**src/sv/lpd_pkg.sv**
```systemverilog
// Shared types and constants for the length-prefix deframer.
package lpd_pkg;

  localparam int unsigned LenW = 32;
  localparam int unsigned ByteW = 8;

  localparam logic [1:0] HDR_LAST_IDX = 2'd3;
  localparam logic [LenW-1:0] MAX_LEN_RESET = 32'd65536;

  typedef struct packed {
    logic             valid;
    logic [ByteW-1:0] data;
    logic             last;
    logic             err;
  } res_t;

  typedef struct packed {
    logic       in_payload;
    logic [1:0] hdr_cnt;
  } stat_t;

endpackage

```
**src/sv/length_prefix_deframer_unit.sv**
```systemverilog
// Top level of the length-prefix deframer: input register, parser, result register.
//
//  channel   dir  handshake                     payload
//  s_axis    in   s_axis_tvalid/s_axis_tready   tdata[7:0] rx_byte
//  m_axis    out  m_axis_tvalid/m_axis_tready   tdata[7:0] payload_byte, tlast, tuser err
//  cfg       in   cfg_we_i                      cfg_wdata_i[31:0] max_payload_length
//
//  One byte per cycle while the sink is ready; input register, then result register.
//  Header bytes and accepted headers give no output transfer.
//  Reset clears control state and loads the maximum length with 65536.
//  A stalled sink stops the parser; the input register still takes one byte.
module length_prefix_deframer_unit import lpd_pkg::*; (
  input  logic             clk_i,
  input  logic             rst_ni,
  input  logic             s_axis_tvalid,
  output logic             s_axis_tready,
  input  logic [ByteW-1:0] s_axis_tdata,   // [7:0] rx_byte
  output logic             m_axis_tvalid,
  input  logic             m_axis_tready,
  output logic [ByteW-1:0] m_axis_tdata,   // [7:0] payload_byte
  output logic             m_axis_tlast,
  output logic             m_axis_tuser,   // [0] length_error
  input  logic             cfg_we_i,
  input  logic [LenW-1:0]  cfg_wdata_i
);

  logic [LenW-1:0]  max_len_q;
  logic             in_vld_q;
  logic [ByteW-1:0] in_byte_q;
  logic             out_free;
  logic             adv;
  res_t             res;
  stat_t            stat;

  assign adv           = in_vld_q && out_free;
  assign s_axis_tready = !in_vld_q || out_free;

  always_ff @(posedge clk_i or negedge rst_ni) begin
    if (!rst_ni) begin
      max_len_q <= MAX_LEN_RESET;
    end else if (cfg_we_i) begin
      max_len_q <= cfg_wdata_i;
    end
  end

  always_ff @(posedge clk_i or negedge rst_ni) begin
    if (!rst_ni) begin
      in_vld_q <= 1'b0;
    end else if (s_axis_tready) begin
      in_vld_q <= s_axis_tvalid;
    end
  end

  always_ff @(posedge clk_i) begin
    if (s_axis_tready && s_axis_tvalid) begin
      in_byte_q <= s_axis_tdata;
    end
  end

  lpd_parser u_parser (
    .clk_i     (clk_i),
    .rst_ni    (rst_ni),
    .adv_i     (adv),
    .byte_i    (in_byte_q),
    .max_len_i (max_len_q),
    .res_o     (res),
    .stat_o    (stat)
  );

  lpd_out_reg u_out (
    .clk_i    (clk_i),
    .rst_ni   (rst_ni),
    .load_i   (adv),
    .res_i    (res),
    .tready_i (m_axis_tready),
    .free_o   (out_free),
    .tvalid_o (m_axis_tvalid),
    .tdata_o  (m_axis_tdata),
    .tlast_o  (m_axis_tlast),
    .tuser_o  (m_axis_tuser)
  );

  a_err_clean: assert property (@(posedge clk_i) disable iff (!rst_ni)
    m_axis_tvalid && m_axis_tuser |-> m_axis_tdata == '0 && !m_axis_tlast)
    else $error("error transfer carries data or last");

  a_stall_cause: assert property (@(posedge clk_i) disable iff (!rst_ni)
    !s_axis_tready |-> in_vld_q && m_axis_tvalid && !m_axis_tready)
    else $error("input stalled without a blocked result");

  a_payload_hdr: assert property (@(posedge clk_i) disable iff (!rst_ni)
    stat.in_payload |-> stat.hdr_cnt == 2'd0)
    else $error("header count moved during payload");

  a_hold_on_stall: assert property (@(posedge clk_i) disable iff (!rst_ni)
    in_vld_q && !out_free |=> in_vld_q && $stable(in_byte_q))
    else $error("input register lost a byte during a stall");

endmodule

```
**src/sv/lpd_parser.sv**
```systemverilog
// Header gathering, length check and payload countdown for one byte per cycle while adv_i is high.
module lpd_parser import lpd_pkg::*; (
  input  logic             clk_i,
  input  logic             rst_ni,
  input  logic             adv_i,
  input  logic [ByteW-1:0] byte_i,
  input  logic [LenW-1:0]  max_len_i,
  output res_t             res_o,
  output stat_t            stat_o
);

  logic             in_payload_q, in_payload_d;
  logic [1:0]       hdr_cnt_q, hdr_cnt_d;
  logic [23:0]      acc_q, acc_d;
  logic [LenW-1:0]  remain_q, remain_d;
  logic [LenW-1:0]  full_len;
  logic             last;

  assign full_len = {byte_i, acc_q};
  assign last     = (remain_q <= 32'd1);

  always_comb begin
    in_payload_d = in_payload_q;
    hdr_cnt_d    = hdr_cnt_q;
    acc_d        = acc_q;
    remain_d     = remain_q;
    res_o        = '0;
    if (in_payload_q) begin
      res_o.valid = 1'b1;
      res_o.data  = byte_i;
      res_o.last  = last;
      if (last) begin
        in_payload_d = 1'b0;
        remain_d     = '0;
      end else begin
        remain_d = remain_q - 32'd1;
      end
    end else if (hdr_cnt_q != HDR_LAST_IDX) begin
      case (hdr_cnt_q)
        2'd0:    acc_d = {16'd0, byte_i};
        2'd1:    acc_d = {8'd0, byte_i, acc_q[7:0]};
        default: acc_d = {byte_i, acc_q[15:0]};
      endcase
      hdr_cnt_d = hdr_cnt_q + 2'd1;
    end else begin
      hdr_cnt_d = '0;
      acc_d     = '0;
      if (full_len == '0 || full_len > max_len_i) begin
        res_o.valid = 1'b1;
        res_o.err   = 1'b1;
      end else begin
        remain_d     = full_len;
        in_payload_d = 1'b1;
      end
    end
  end

  always_ff @(posedge clk_i or negedge rst_ni) begin
    if (!rst_ni) begin
      in_payload_q <= 1'b0;
      hdr_cnt_q    <= '0;
      acc_q        <= '0;
      remain_q     <= '0;
    end else if (adv_i) begin
      in_payload_q <= in_payload_d;
      hdr_cnt_q    <= hdr_cnt_d;
      acc_q        <= acc_d;
      remain_q     <= remain_d;
    end
  end

  assign stat_o.in_payload = in_payload_q;
  assign stat_o.hdr_cnt    = hdr_cnt_q;

endmodule

```
**src/sv/lpd_out_reg.sv**
```systemverilog
// Result register holding one output transfer until the sink takes it.
module lpd_out_reg import lpd_pkg::*; (
  input  logic             clk_i,
  input  logic             rst_ni,
  input  logic             load_i,
  input  res_t             res_i,
  input  logic             tready_i,
  output logic             free_o,
  output logic             tvalid_o,
  output logic [ByteW-1:0] tdata_o,
  output logic             tlast_o,
  output logic             tuser_o
);

  logic             vld_q;
  logic [ByteW-1:0] data_q;
  logic             last_q;
  logic             err_q;

  assign free_o = !vld_q || tready_i;

  always_ff @(posedge clk_i or negedge rst_ni) begin
    if (!rst_ni) begin
      vld_q <= 1'b0;
    end else if (free_o) begin
      vld_q <= load_i && res_i.valid;
    end
  end

  always_ff @(posedge clk_i) begin
    if (free_o && load_i && res_i.valid) begin
      data_q <= res_i.data;
      last_q <= res_i.last;
      err_q  <= res_i.err;
    end
  end

  assign tvalid_o = vld_q;
  assign tdata_o  = data_q;
  assign tlast_o  = last_q;
  assign tuser_o  = err_q;

endmodule
```
**config.mk**
```make
export PLATFORM = sky130hd
export DESIGN_NAME = length_prefix_deframer_unit
export DESIGN_NICKNAME = d
export VERILOG_FILES = /design/src/sv/lpd_pkg.sv /design/src/sv/length_prefix_deframer_unit.sv /design/src/sv/lpd_parser.sv /design/src/sv/lpd_out_reg.sv
export SDC_FILE = /design/constraint.sdc
export NUM_CORES = 1
export LEC_CHECK = 0
export BUFFER_PORTS_ARGS = -buffer_cell sky130_fd_sc_hd__buf_2
export CAP_MARGIN = 10
export CORE_UTILIZATION = 60
export DETAILED_ROUTE_END_ITERATION = 6
export PLACE_DENSITY = 0.85
export SYNTH_ARGS = -nofsm -noshare
export SYNTH_HDL_FRONTEND = slang
export SYNTH_HIERARCHICAL = 1
export SYNTH_SLANG_ARGS = --single-unit
```
**constraint.sdc**
```tcl
create_clock -name clk_i -period 4 [get_ports clk_i]
set_input_delay 0 -clock clk_i [delete_from_list [all_inputs] [get_ports clk_i]]
set_output_delay 0 -clock clk_i [all_outputs]
set_load 0.005 [all_outputs]
```
==> impl_metrics.yaml <==
clock_network:
  cts_buffers: 9
  clk_pin_slew_ps: 120
  cts_tree: "yes"
  cts_max_level: 3
  cts_setup_buffers: 0
  cts.root.buffer_cell: "clkbuf_8"
  cts_resized: 0
  hold_buffers: 43
  clk_latency_ps: 390
  clockBufferDepth: 2
  cts.sinks: 111
routing:
  wl_mm: 16.2
  drt_first_pass_iters: 5
  ant_nets: 0
  vias: 5234
  viasPerCell: 6.21
  drtIter0Drc: 395
  wl_per_cell_microns: 19.2
  remaining_drc_errors: 0
place:
  place_hpwl_mm: 10.4
  port-buffer-count: 56
  dp_slack_ps: 719
  dpl_cell_area_sq_um: 6540
  gp_congestion: 0.888
finish:
  multiInputGateArea_sq_um: 3010
  register_area_sq_um: 2870
  fill_cells: 692
  fin_util_pct: 72.0
  nets: 788
  synthToLayoutAreaGrowth_pct: 14.6
  antenna_cells: 0
  drive_gt1_share_pct: 17.9
  final_area_sq_um: 7170
floorplanning:
  dieArea_sq_um: 10800
  rows: 36
  initial_core_util_pct: 62.8
  die_h_microns: 104
  core_area_sq_um: 9950
  dieWidth_microns: 104
  io_pins: 57
grt:
  first_global_vias: 5115
  gr-usage-all-layers_pct: 30.9
  grt_max_degree: 49
  grt_pass1_wl_mm: 26.2
  antenna_found_initial: 0
  grt.overflow.total: 0
run:
  drv_cap: 0
synth:
  synthesis.nets: 707
  syn_area_per_cell_sq_um: 10.0
  yosysWarnings: 6
  syn_area_sq_um: 6250
  postSynthCellCount: 624
timing:
  finalCriticalPeriod_ps: 3360
  hold_viol_final: 0
  report.final.slew_viol_count: 0
  skew_ps: 17.3
  rsz0062_at_grt: "no"
  fin_crit_sh_pct: 84.1
  setup_viol: 0
  tns_ps: 0
  fmax_ghz: 0.297
  setup_slack_ps: 636
  slew_headroom_pct: 33.9
  worst_pin_slew_ps: 992
setup_path:
  required_ps: 4280
  crit_chain: "ha_1 > nand4_1 > nor4_1 > nand3_1 > o21ai_0 > a21oi_1 > nand2b_1 > buf_4 > a221o_1"
  critPathMaxFanout: 25
  max_stage_delay_ps: 590
  worstSetupPathType: "flip-flop to flip-flop"
  cpMaxStageDelayCell: "edfxtp_1"
  worst_setup_path_start_kind: "flip-flop"
  critPathArrivalTime_ps: 3640
  end_kind: "flip-flop"
power_and_ir_drop:
  leakagePower_uw: 0.00326
  worst_ir_drop_vdd_v: 0.000315
  p_per_area_nw_per_um2: 620
worst_hold_path:
  hold_path_class: "input port to async pin"
status:
  status: "complete, no violations"
layer usage:
metal | GRT usage [%] | wire [microns] | up-vias
met1 | 39.1 | 6400 | 2513
met5 | 0 | 0 | -
met2 | 51.6 | 7960 | 257
li1 | - | - | 2418
met3 | 6.02 | 1270 | 46
met4 | 14.0 | 518 | 0
where the power goes:
group	switching [uW]	total [uW]	leakage, uW	internal [uW]
combinational	1150	1880	0.00181	730
sequential	381	1860	0.00134	1480
clock	405	702	0.000101	297
worst max-delay path: cells and delay by family, from the launching register on:
kind | cells | cell delay [ps]
compound gates | 3 | 660
fa+ha+maj | 1 | 390
buf+inv | 1 | 320
flops | 1 | 590
simple gates | 4 | 1280
flip-flops by register name (all words and copies together), names as in the netlist:
signal and cells:
u_out/tuser_o 1, u_out/tvalid_o 1, max_len_q 32, u_parser/hdr_cnt_q 2, in_vld_q 1, u_out/tdata_o 8, u_out/tlast_o 1, u_parser/acc_q 24
u_parser/remain_q 32, u_parser/in_payload_q 1, in_byte_q 8
area by class of cell:
class,count,area share (%)
Inverter,45,2.36
Timing Repair Buffer,104,10.5
Clock inverter,7,1.08
Multi-Input combinational cell,434,42.0
Tap cell,133,2.32
Sequential cell,111,40.0
Clock buffer,9,1.73
per-stage QoR:
step / hold WS, ps / instances / total power [uW]
after global routing: 220 / 843 / 4730
after CTS: 171 / 843 / 4370
after global placement: 27.1 / 784 / 3550
after floorplan: -296 / 624 / 3150
after detailed placement: 43.7 / 784 / 3650
final: 160 / 843 / 4440
cells in the final DEF (no fill, tap or decap), types with 6 or more instances in the layout:
| cell | instances |
|---|---|
| edfxtp_1 | 18 |
| dfrtp_1 | 92 |
| a32oi_1 | 6 |
| buf_4 | 6 |
| a22oi_1 | 7 |
| a22o_1 | 9 |
| clkbuf_8 | 9 |
| nand2_1 | 60 |
| o21ai_1 | 18 |
| or3_1 | 10 |
| and2_1 | 9 |
| ha_1 | 38 |
| nor4_1 | 20 |
| a21oi_1 | 31 |
| nand4_1 | 11 |
| nor2_1 | 24 |
| mux2_4 | 30 |
| inv_1 | 44 |
| buf_2 | 55 |
| dlygate4sd3_1 | 43 |
| o21ai_0 | 75 |
| nor3_1 | 24 |
final timing paths:
kind,from,cells past startpoint,endpoint,slack [ps]
min in group clk_i,s_axis_tdata[1],2,in_byte_q[1],320
worst max-delay path,in_byte_q[7],9,u_parser/remain_q[2],640
max in group asynchronous,rst_ni,3,u_parser/remain_q[28],2770
worst min-delay path,rst_ni,2,u_parser/remain_q[10],160
worst max register to register,in_byte_q[7],9,u_parser/remain_q[2],640
worst min register to register,u_parser/remain_q[19],2,u_parser/remain_q[19],500
Note: power is estimated with default switching activity, not from simulation.
